$ cat config.mk
export PLATFORM = sky130hd
export DESIGN_NAME = iaids_ctrl
export DESIGN_NICKNAME = d
export VERILOG_FILES = /design/src/rtl/iaids_pkg.sv /design/src/rtl/iaids_ctrl.sv
export SDC_FILE = /design/constraint.sdc
export NUM_CORES = 1
export LEC_CHECK = 0
export BUFFER_PORTS_ARGS = -buffer_cell sky130_fd_sc_hd__buf_2
export CORE_MARGIN = 3
export CORE_UTILIZATION = 30
export CTS_CLUSTER_SIZE = 10
export DETAILED_ROUTE_END_ITERATION = 10
export GPL_ROUTABILITY_DRIVEN = 0
export PLACE_DENSITY = 0.71
export SYNTH_ARGS = -nofsm -noshare
export SYNTH_HDL_FRONTEND = slang
export SYNTH_SLANG_ARGS = --single-unit
$ cat constraint.sdc
create_clock -name clk -period 1.4 [get_ports clk]
set_input_delay 0.28 -clock clk [delete_from_list [all_inputs] [get_ports clk]]
set_output_delay 0.28 -clock clk [all_outputs]
set_load 0.005 [all_outputs]
$ cat src/rtl/iaids_pkg.sv
`timescale 1ns / 1ps
// Package for the indexed array store: field widths, command and status codes,
// controller states and the command/status structs between controller and datapath.
// No dependencies.
package iaids_pkg;

  localparam int CMD_W      = 3;
  localparam int POS_W      = 9;
  localparam int VAL_W      = 32;
  localparam int STAT_W     = 3;
  localparam int FOUND_W    = 8;
  localparam int LEN_W      = 9;
  localparam int IN_DATA_W  = 48;
  localparam int IN_USER_W  = 3;
  localparam int OUT_DATA_W = 24;
  localparam int OUT_USER_W = 3;

  typedef enum logic [CMD_W-1:0] {
    CMD_WRITE  = 3'd0,
    CMD_INSERT = 3'd1,
    CMD_DELETE = 3'd2,
    CMD_SEARCH = 3'd3,
    CMD_CLEAR  = 3'd4
  } cmd_t;

  typedef enum logic [STAT_W-1:0] {
    ST_OK       = 3'd0,
    ST_RANGE    = 3'd1,
    ST_EMPTY    = 3'd2,
    ST_FULL     = 3'd3,
    ST_NOTFOUND = 3'd4
  } status_t;

  typedef enum logic [2:0] {
    S_IDLE,
    S_EXEC,
    S_UP,
    S_PLACE,
    S_DN,
    S_SRCH,
    S_CLR
  } state_t;

  typedef enum logic [2:0] {
    IDX_HOLD,
    IDX_LOAD_TOP,
    IDX_LOAD_NEXT,
    IDX_ZERO,
    IDX_INC,
    IDX_DEC
  } idx_op_t;

  typedef enum logic [1:0] {
    CNT_HOLD,
    CNT_INC,
    CNT_DEC,
    CNT_LOAD
  } cnt_op_t;

  typedef enum logic [1:0] {
    WA_IDX,
    WA_IDX_UP,
    WA_IDX_DN,
    WA_POS
  } wa_sel_t;

  typedef enum logic [1:0] {
    WD_RDATA,
    WD_VAL,
    WD_ZERO
  } wd_sel_t;

  typedef struct packed {
    logic    ld_item;
    idx_op_t idx_op;
    cnt_op_t cnt_op;
    logic    mem_we;
    wa_sel_t wa_sel;
    wd_sel_t wd_sel;
    logic    res_load;
    status_t res_status;
    logic    res_found;
  } dp_cmd_t;

  typedef struct packed {
    logic [CMD_W-1:0] cmd;
    logic             cnt_zero;
    logic             cnt_full;
    logic             pos_lt_cnt;
    logic             pos_eq_cnt;
    logic             pos_gt_cnt;
    logic             pos_p1_lt_cnt;
    logic             idx_gt_pos;
    logic             idx_p1_lt_cnt;
    logic             idx_p1_lt_len;
    logic             len_zero;
    logic             match;
  } dp_stat_t;

endpackage

$ cat src/rtl/iaids_ctrl.sv
`timescale 1ns / 1ps
// Controller of the indexed array store: command decode and the walk sequencer,
// plus the result valid flag. Uses iaids_pkg.
module iaids_ctrl import iaids_pkg::*; (
  input  logic     clk,
  input  logic     rst_n,
  input  logic     in_tvalid,
  output logic     in_tready,
  output logic     out_tvalid,
  input  logic     out_tready,
  input  dp_stat_t stat,
  output dp_cmd_t  cmd
);

  state_t state_r, state_nxt;
  logic   out_valid_r, out_valid_nxt;

  assign in_tready  = (state_r == S_IDLE) && (!out_valid_r || out_tready);
  assign out_tvalid = out_valid_r;

  always_ff @(posedge clk) begin
    if (!rst_n) begin
      state_r     <= S_IDLE;
      out_valid_r <= 1'b0;
    end else begin
      state_r     <= state_nxt;
      out_valid_r <= out_valid_nxt;
    end
  end

  always_comb begin
    state_nxt      = state_r;
    cmd.ld_item    = 1'b0;
    cmd.idx_op     = IDX_HOLD;
    cmd.cnt_op     = CNT_HOLD;
    cmd.mem_we     = 1'b0;
    cmd.wa_sel     = WA_IDX;
    cmd.wd_sel     = WD_RDATA;
    cmd.res_load   = 1'b0;
    cmd.res_status = ST_OK;
    cmd.res_found  = 1'b0;

    unique case (state_r)
      S_IDLE: begin
        if (in_tvalid && in_tready) begin
          cmd.ld_item = 1'b1;
          state_nxt   = S_EXEC;
        end
      end
      S_EXEC: begin
        state_nxt    = S_IDLE;
        cmd.res_load = 1'b1;
        unique case (stat.cmd)
          CMD_WRITE: begin
            if (stat.pos_lt_cnt) begin
              cmd.mem_we = 1'b1;
              cmd.wa_sel = WA_POS;
              cmd.wd_sel = WD_VAL;
            end else begin
              cmd.res_status = ST_RANGE;
            end
          end
          CMD_INSERT: begin
            if (stat.pos_gt_cnt) begin
              cmd.res_status = ST_RANGE;
            end else if (stat.cnt_full) begin
              cmd.res_status = ST_FULL;
            end else if (stat.pos_eq_cnt) begin
              cmd.res_load = 1'b0;
              state_nxt    = S_PLACE;
            end else begin
              cmd.res_load = 1'b0;
              cmd.idx_op   = IDX_LOAD_TOP;
              state_nxt    = S_UP;
            end
          end
          CMD_DELETE: begin
            if (stat.cnt_zero) begin
              cmd.res_status = ST_EMPTY;
            end else if (!stat.pos_lt_cnt) begin
              cmd.res_status = ST_RANGE;
            end else if (stat.pos_p1_lt_cnt) begin
              cmd.res_load = 1'b0;
              cmd.idx_op   = IDX_LOAD_NEXT;
              state_nxt    = S_DN;
            end else begin
              cmd.cnt_op = CNT_DEC;
            end
          end
          CMD_SEARCH: begin
            if (stat.cnt_zero) begin
              cmd.res_status = ST_NOTFOUND;
            end else begin
              cmd.res_load = 1'b0;
              cmd.idx_op   = IDX_ZERO;
              state_nxt    = S_SRCH;
            end
          end
          CMD_CLEAR: begin
            if (stat.len_zero) begin
              cmd.cnt_op = CNT_LOAD;
            end else begin
              cmd.res_load = 1'b0;
              cmd.idx_op   = IDX_ZERO;
              state_nxt    = S_CLR;
            end
          end
          default: begin
          end
        endcase
      end
      S_UP: begin
        cmd.mem_we = 1'b1;
        cmd.wa_sel = WA_IDX_UP;
        cmd.wd_sel = WD_RDATA;
        if (stat.idx_gt_pos) begin
          cmd.idx_op = IDX_DEC;
        end else begin
          state_nxt = S_PLACE;
        end
      end
      S_PLACE: begin
        cmd.mem_we   = 1'b1;
        cmd.wa_sel   = WA_POS;
        cmd.wd_sel   = WD_VAL;
        cmd.cnt_op   = CNT_INC;
        cmd.res_load = 1'b1;
        state_nxt    = S_IDLE;
      end
      S_DN: begin
        cmd.mem_we = 1'b1;
        cmd.wa_sel = WA_IDX_DN;
        cmd.wd_sel = WD_RDATA;
        if (stat.idx_p1_lt_cnt) begin
          cmd.idx_op = IDX_INC;
        end else begin
          cmd.cnt_op   = CNT_DEC;
          cmd.res_load = 1'b1;
          state_nxt    = S_IDLE;
        end
      end
      S_SRCH: begin
        if (stat.match) begin
          cmd.res_load  = 1'b1;
          cmd.res_found = 1'b1;
          state_nxt     = S_IDLE;
        end else if (stat.idx_p1_lt_cnt) begin
          cmd.idx_op = IDX_INC;
        end else begin
          cmd.res_load   = 1'b1;
          cmd.res_status = ST_NOTFOUND;
          state_nxt      = S_IDLE;
        end
      end
      S_CLR: begin
        cmd.mem_we = 1'b1;
        cmd.wa_sel = WA_IDX;
        cmd.wd_sel = WD_ZERO;
        if (stat.idx_p1_lt_len) begin
          cmd.idx_op = IDX_INC;
        end else begin
          cmd.cnt_op   = CNT_LOAD;
          cmd.res_load = 1'b1;
          state_nxt    = S_IDLE;
        end
      end
      default: begin
        state_nxt = S_IDLE;
      end
    endcase

    out_valid_nxt = cmd.res_load || (out_valid_r && !out_tready);
  end

endmodule

==> metrics, run 1 <==
status=finished, violations left; violated checks=negative setup slack; htree depth=1; Pwr Total=0.6676 mW; number of synthesized flops with an enable pin=0; Seq. cell area=86.33 sq um; # nets final=186; antenna violations before repair=0; Die Y=53.59 um; Area Overhead vs Synth=110.5%; DR vias/cell=5.368; Crit path required time=1120 ps; crit path DAT=1510 ps; post-DP HPWL=2119 um; hold crit path type=input port to flop; Slew @ Worst Pin=478.8 ps; CTS tree=done; Seq/Total Area, Yosys=11.79%; Net Count, Synth=113; Max stage delay on crit path=330 ps; Synth Instances=95; Rel. slew slack=67.63%; footprint of the multi-input gates=726.9 sq um; Max Slew Vio Count=0; Max Buffers Root-to-Sink=2; clk_lat worst skew=250 ps; Vias=1,036; most frequent cells after synthesis=11 x nor3_1, 9 x nor2_1, 8 x a21oi_1; Core Area=2042 sq um; max cap viols=0; Synth cell types=41; number of global-route vias before repair=1,060; effective utilization at floorplan=33.27%; Peak VDD IR=372.2 uV; final hold slack=292.9 ps; critical path class=flop to output port; drt pass-1 iters=4; Avg Synthesized Cell Area=7.152 sq um; CTS clk-pin slew, worst paths=40 ps; Wirelength per Cell=16.00 um; Finished Layout Cells=193; Place WS=-272.7 ps; Root Driver=clkbuf_4; Cell Rows=16; DRT Wirelength=3088 um; Tot GR Track Use=23.01%; RSZ-0062 raised after global routing=yes; flip-flop and latch count after synthesis=4; CP Launch Type=flop; PnR worst setup slack=-390.2 ps; I/O pin cnt=36; die span in x=53.59 um; Yosys warnings=0; # placed instances=180; met3 WL=130 um; routed length on met1=1211 um; top-count cell post-synth=nor3_1; overall die area=2872 sq um; total grt overflow=0; Most used DFF post-synth=dfxtp_1; # DRC=0; final antenna-violating net count=0; final hold viol count=0; minimum clock period=1790 ps; FILL cells=170; f_max=0.5586 GHz; CP Cell Sequence=nor2b_2, buf_4, a221oi_4, o31ai_2, buf_2; crit end category=output port; Initial DRC Count=12; Antenna diodes=0; Async S/R FF share, synth=0%; worst clock skew=2.252 ps; largest net degree at the start of global routing=11; Setup violations, final=19; CP max-delay cell=dfxtp_2; top cells by area, synth=dfxtp_1 12%, nor3_1 8.1%, a21oi_1 5.9%; final worst path period share=127.9%; clk sink count=4; Post-Syn Area=679.4 sq um; Highest Signal Layer=met4; total CTS buffers=3; Pwr Density=466.8 nW/um^2; leakage=0.6921 nW; port bufs=35; met2 WL=1662 um; Synth area leader=dfxtp_1; area share of the largest cell type after synthesis=11.79%; first-pass GRT wire length=4781 um; Crit Path Max Fanout=4; layout cells sized above 1=71.08%
## registers in the layout, indices dropped and copies added, names as in the netlist
| name | cells |
|---|---|
| state_r | 3 |
| out_tvalid | 1 |
## per-stage QoR
step	cell area (sq um)	util (%)	TNS, ps
finish	1430	70.04	-3495
global placement	1065	52.14	-1537
CTS	1378	67.46	-3277
floorplan	685.7	-	-144.2
detailed placement	1065	52.14	-1756
global route	1430	70.04	-4388
## where the power goes
part           leakage, nW  total, mW  switching, mW  internal [mW]
clock               0.0138      0.158         0.0609         0.0968
combinational        0.644      0.381          0.181          0.200
sequential          0.0343      0.129        0.00764          0.121
total                0.692      0.668          0.250          0.418
## worst paths after layout
kind	start	cells past startpoint	slack [ps]	end
worst min register to register	out_tvalid$_SDFF_PN0_	2	720	out_tvalid$_SDFF_PN0_
worst max register to register	state_r[2]$_SDFFE_PN0P_	8	-20	state_r[0]$_SDFFE_PN0P_
worst max-delay path	state_r[0]$_SDFFE_PN0P_	5	-390	cmd[4]
worst min-delay path	rst_n	2	290	out_tvalid$_SDFF_PN0_
## final cells by class
type	count	share of cell area, %
multi-input cells	80	50.83
flip-flops and latches	4	6.037
repair buffers	74	37.53
well taps	27	2.362
clock buffers	3	1.575
inverters	5	1.662
## what timing repair did
action,4_1_cts,5_1_grt
endpoints found under the setup margin,19,20
setup buffers,13,0
pin swaps,22,7
resized for setup,53,12
hold buffers,0,0
## layout by cell type, fill, tap and decap left out, types with 3 or more instances in the layout
cell / n
buf_2: 30
o21a_1: 3
clkbuf_4: 3
a21oi_1: 7
nor2_1: 6
nor3_2: 4
buf_6: 15
nor3_4: 3
buf_4: 29
nand2b_1: 4
nor3_1: 4
inv_1: 3
nand2_1: 3
nor2b_1: 3
## per-layer routing
layer / track usage, % / vias to the layer above
met4: 12.77 / 0
met2: 43.47 / 37
met1: 25.00 / 494
met3: 1.662 / 9
li1: - / 496
met5: 0 / -
## worst max-delay path, delay by kind of cell, from the launching register on
| kind | cells | cell delay [ps] |
|---|---|---|
| flip-flops | 1 | 330 |
| AND/OR/NAND/NOR | 1 | 190 |
| AO/OA/AOI/OAI | 2 | 440 |
| buffers and inverters | 2 | 300 |
## logic make-up after synthesis
logic type | synth area share, %
simple gates | 44.02
compound gates | 32.60
buf+inv | 8.839
flops | 11.79
xor+xnor | 1.289
mux | 1.473
No activity file was read; power rests on OpenSTA's default activity.
==> inputs of run 2 (changes only) <==
Settings changed: REMOVE_ABC_BUFFERS set to 1.
==> metrics, run 2 (synthesis gave the netlist of run 1 again) <==
status=finished, violations left; violated checks=negative setup slack; hold crit path type=input port to flop; Max Slew Vio Count=0 (unchanged); FILL cells=166 (-2.4%); first-pass GRT wire length=4643 um (-2.9%); Max stage delay on crit path=360 ps (+30 ps); Initial DRC Count=22 (+10); Wirelength per Cell=16.36 um (+2.3%); clk_lat worst skew=230 ps (-20 ps); routed length on met1=1228 um (+1.4%); worst hold path startpoint=rst_n; post-DP HPWL=1994 um (-5.9%); critical path class=input port to output port; crit path DAT=1440 ps (-70 ps); max reg flops=3 (unchanged); commonest non-fill, non-tap cell in the layout=buf_2; Biggest register=state_r; drt pass-1 iters=4 (unchanged); # nets final=183 (-1.6%); Vias=1,027 (-0.87%); Antenna diodes=0 (unchanged); # DRC=0 (unchanged); Final Instance Area=1378 sq um (-3.7%); htree depth=1 (unchanged); Setup violations, final=17 (-2); effective utilization at floorplan=33.27% (unchanged); met3 WL=121 um (-6.9%); # placed instances=184 (+2.2%); layout cells sized above 1=69.33% (-1.8 points); CP max-delay cell=a21oi_1; Pwr Density=459.5 nW/um^2 (-1.6%); f_max=0.5816 GHz (+4.1%); CP startpoint=stat[11]; DR vias/cell=5.405 (+0.70%); Root Driver=clkbuf_4; die span in x=53.59 um (unchanged); leakage=0.6576 nW (-5.0%); CTS clk-pin slew, worst paths=30 ps (about the same); port bufs=35 (unchanged); I/O pin cnt=36 (unchanged); Peak VDD IR=574.4 uV (+54%); CP Launch Type=input port; total CTS buffers=3 (unchanged); RSZ-0062 raised after global routing=yes; PnR worst setup slack=-319.4 ps (+70.82 ps); Cell Rows=16 (unchanged); Core Area=2042 sq um (unchanged); Max Buffers Root-to-Sink=2 (unchanged); minimum clock period=1719 ps (-70.82 ps); Area Overhead vs Synth=102.8%; number of global-route vias before repair=1,030 (-2.8%); met2 WL=1649 um (-0.78%); Crit Path Max Fanout=9 (+5); final antenna-violating net count=0 (unchanged); final worst path period share=122.8% (-5.1 points); final hold viol count=0 (unchanged); Rel. slew slack=70.12% (+2.5 points); DRT Wirelength=3109 um (+0.68%); crit end category=output port; Placed Instance Area=1095 sq um (+2.8%); Slew @ Worst Pin=448.2 ps (-30.64 ps); largest net degree at the start of global routing=10 (-1); Crit path required time=1120 ps (about the same); CP Cell Sequence=buf_6, buf_4, a21oi_1, nor3_1, o31ai_2, buf_2; Tot GR Track Use=22.07% (-0.94 points); total grt overflow=0 (unchanged); antenna violations before repair=0 (unchanged); Die Y=53.59 um (unchanged); Place WS=-281.4 ps (-8.689 ps); CTS tree=done; most frequent cells in the layout=30 x buf_2, 29 x buf_4, 10 x buf_6, 7 x nor2_1, 7 x a21oi_1; Finished Layout Cells=190 (-1.6%); worst clock skew=0.6551 ps (-1.597 ps); hold_buf cts=0 (unchanged); Critical R2R Launch=state_r[0]$_SDFFE_PN0P_; max cap viols=0 (unchanged); final hold slack=318.2 ps (+25.26 ps); Highest Signal Layer=met4; overall die area=2872 sq um (unchanged); clk sink count=4 (unchanged)
run 2: changes by cell type in the layout (fill, tap and decap cells not counted), moves of 2 or more:
| cell | previous run | this run |
|---|---|---|
| buf_6 | 15 | 10 |
| buf_8 | 0 | 2 |
| dfxtp_2 | 2 | 0 |
| dfxtp_4 | 1 | 3 |
| inv_4 | 2 | 0 |
run 2: stage by stage:
stage / total power [mW] / setup TNS (ps) / util (%)
after global placement: 0.3898 / -1673 / 53.62
final: 0.6331 / -3079 / 67.46
after global routing: 0.6864 / -4282 / 67.46
after CTS: 0.5922 / -2934 / 62.62
after detailed placement: 0.3973 / -2213 / 53.62
after floorplan: 0.2405 / -198.2 / -
run 2: worst max-delay path: cells and delay by family:
kind | cells | cell delay [ps]
compound gates | 2 | 610
buf+inv | 3 | 430
simple gates | 1 | 130
run 2: worst paths after layout:
check	endpoint	slack (ps)	cells past startpoint
worst max-delay path	cmd[4]	-320	6
worst min-delay path	state_r[0]$_SDFFE_PN0P_	320	2
worst max register to register	out_tvalid$_SDFF_PN0_	-80	6
worst min register to register	state_r[0]$_SDFFE_PN0P_	710	3
run 2: cell type report:
class / instances / area (sq um) / share of cell area (%)
clock buffers: 3 / 22.52 / 1.635
inverters: 5 / 22.52 / 1.635
multi-input cells: 80 / 696.9 / 50.59
flip-flops and latches: 4 / 91.34 / 6.630
well taps: 27 / 33.78 / 2.452
repair buffers: 71 / 510.5 / 37.06
run 2: repair_timing:
item	in CTS	in global routing
pin swaps	8	13
buffers inserted	3	2
resized for setup	34	23
setup endpoints to repair	18	19
run 2: where the power goes:
group | total, mW | internal [mW] | switching (mW) | leakage, nW
Clock | 0.137 | 0.0955 | 0.0416 | 0.0138
Sequential | 0.131 | 0.120 | 0.0116 | 0.0349
Combinational | 0.365 | 0.197 | 0.167 | 0.609
run 2: per-layer routing:
metal	up-vias	track usage, %
met1	482	25.46
met3	10	1.108
met5	-	0
met2	46	40.82
li1	489	-
met4	0	11.06
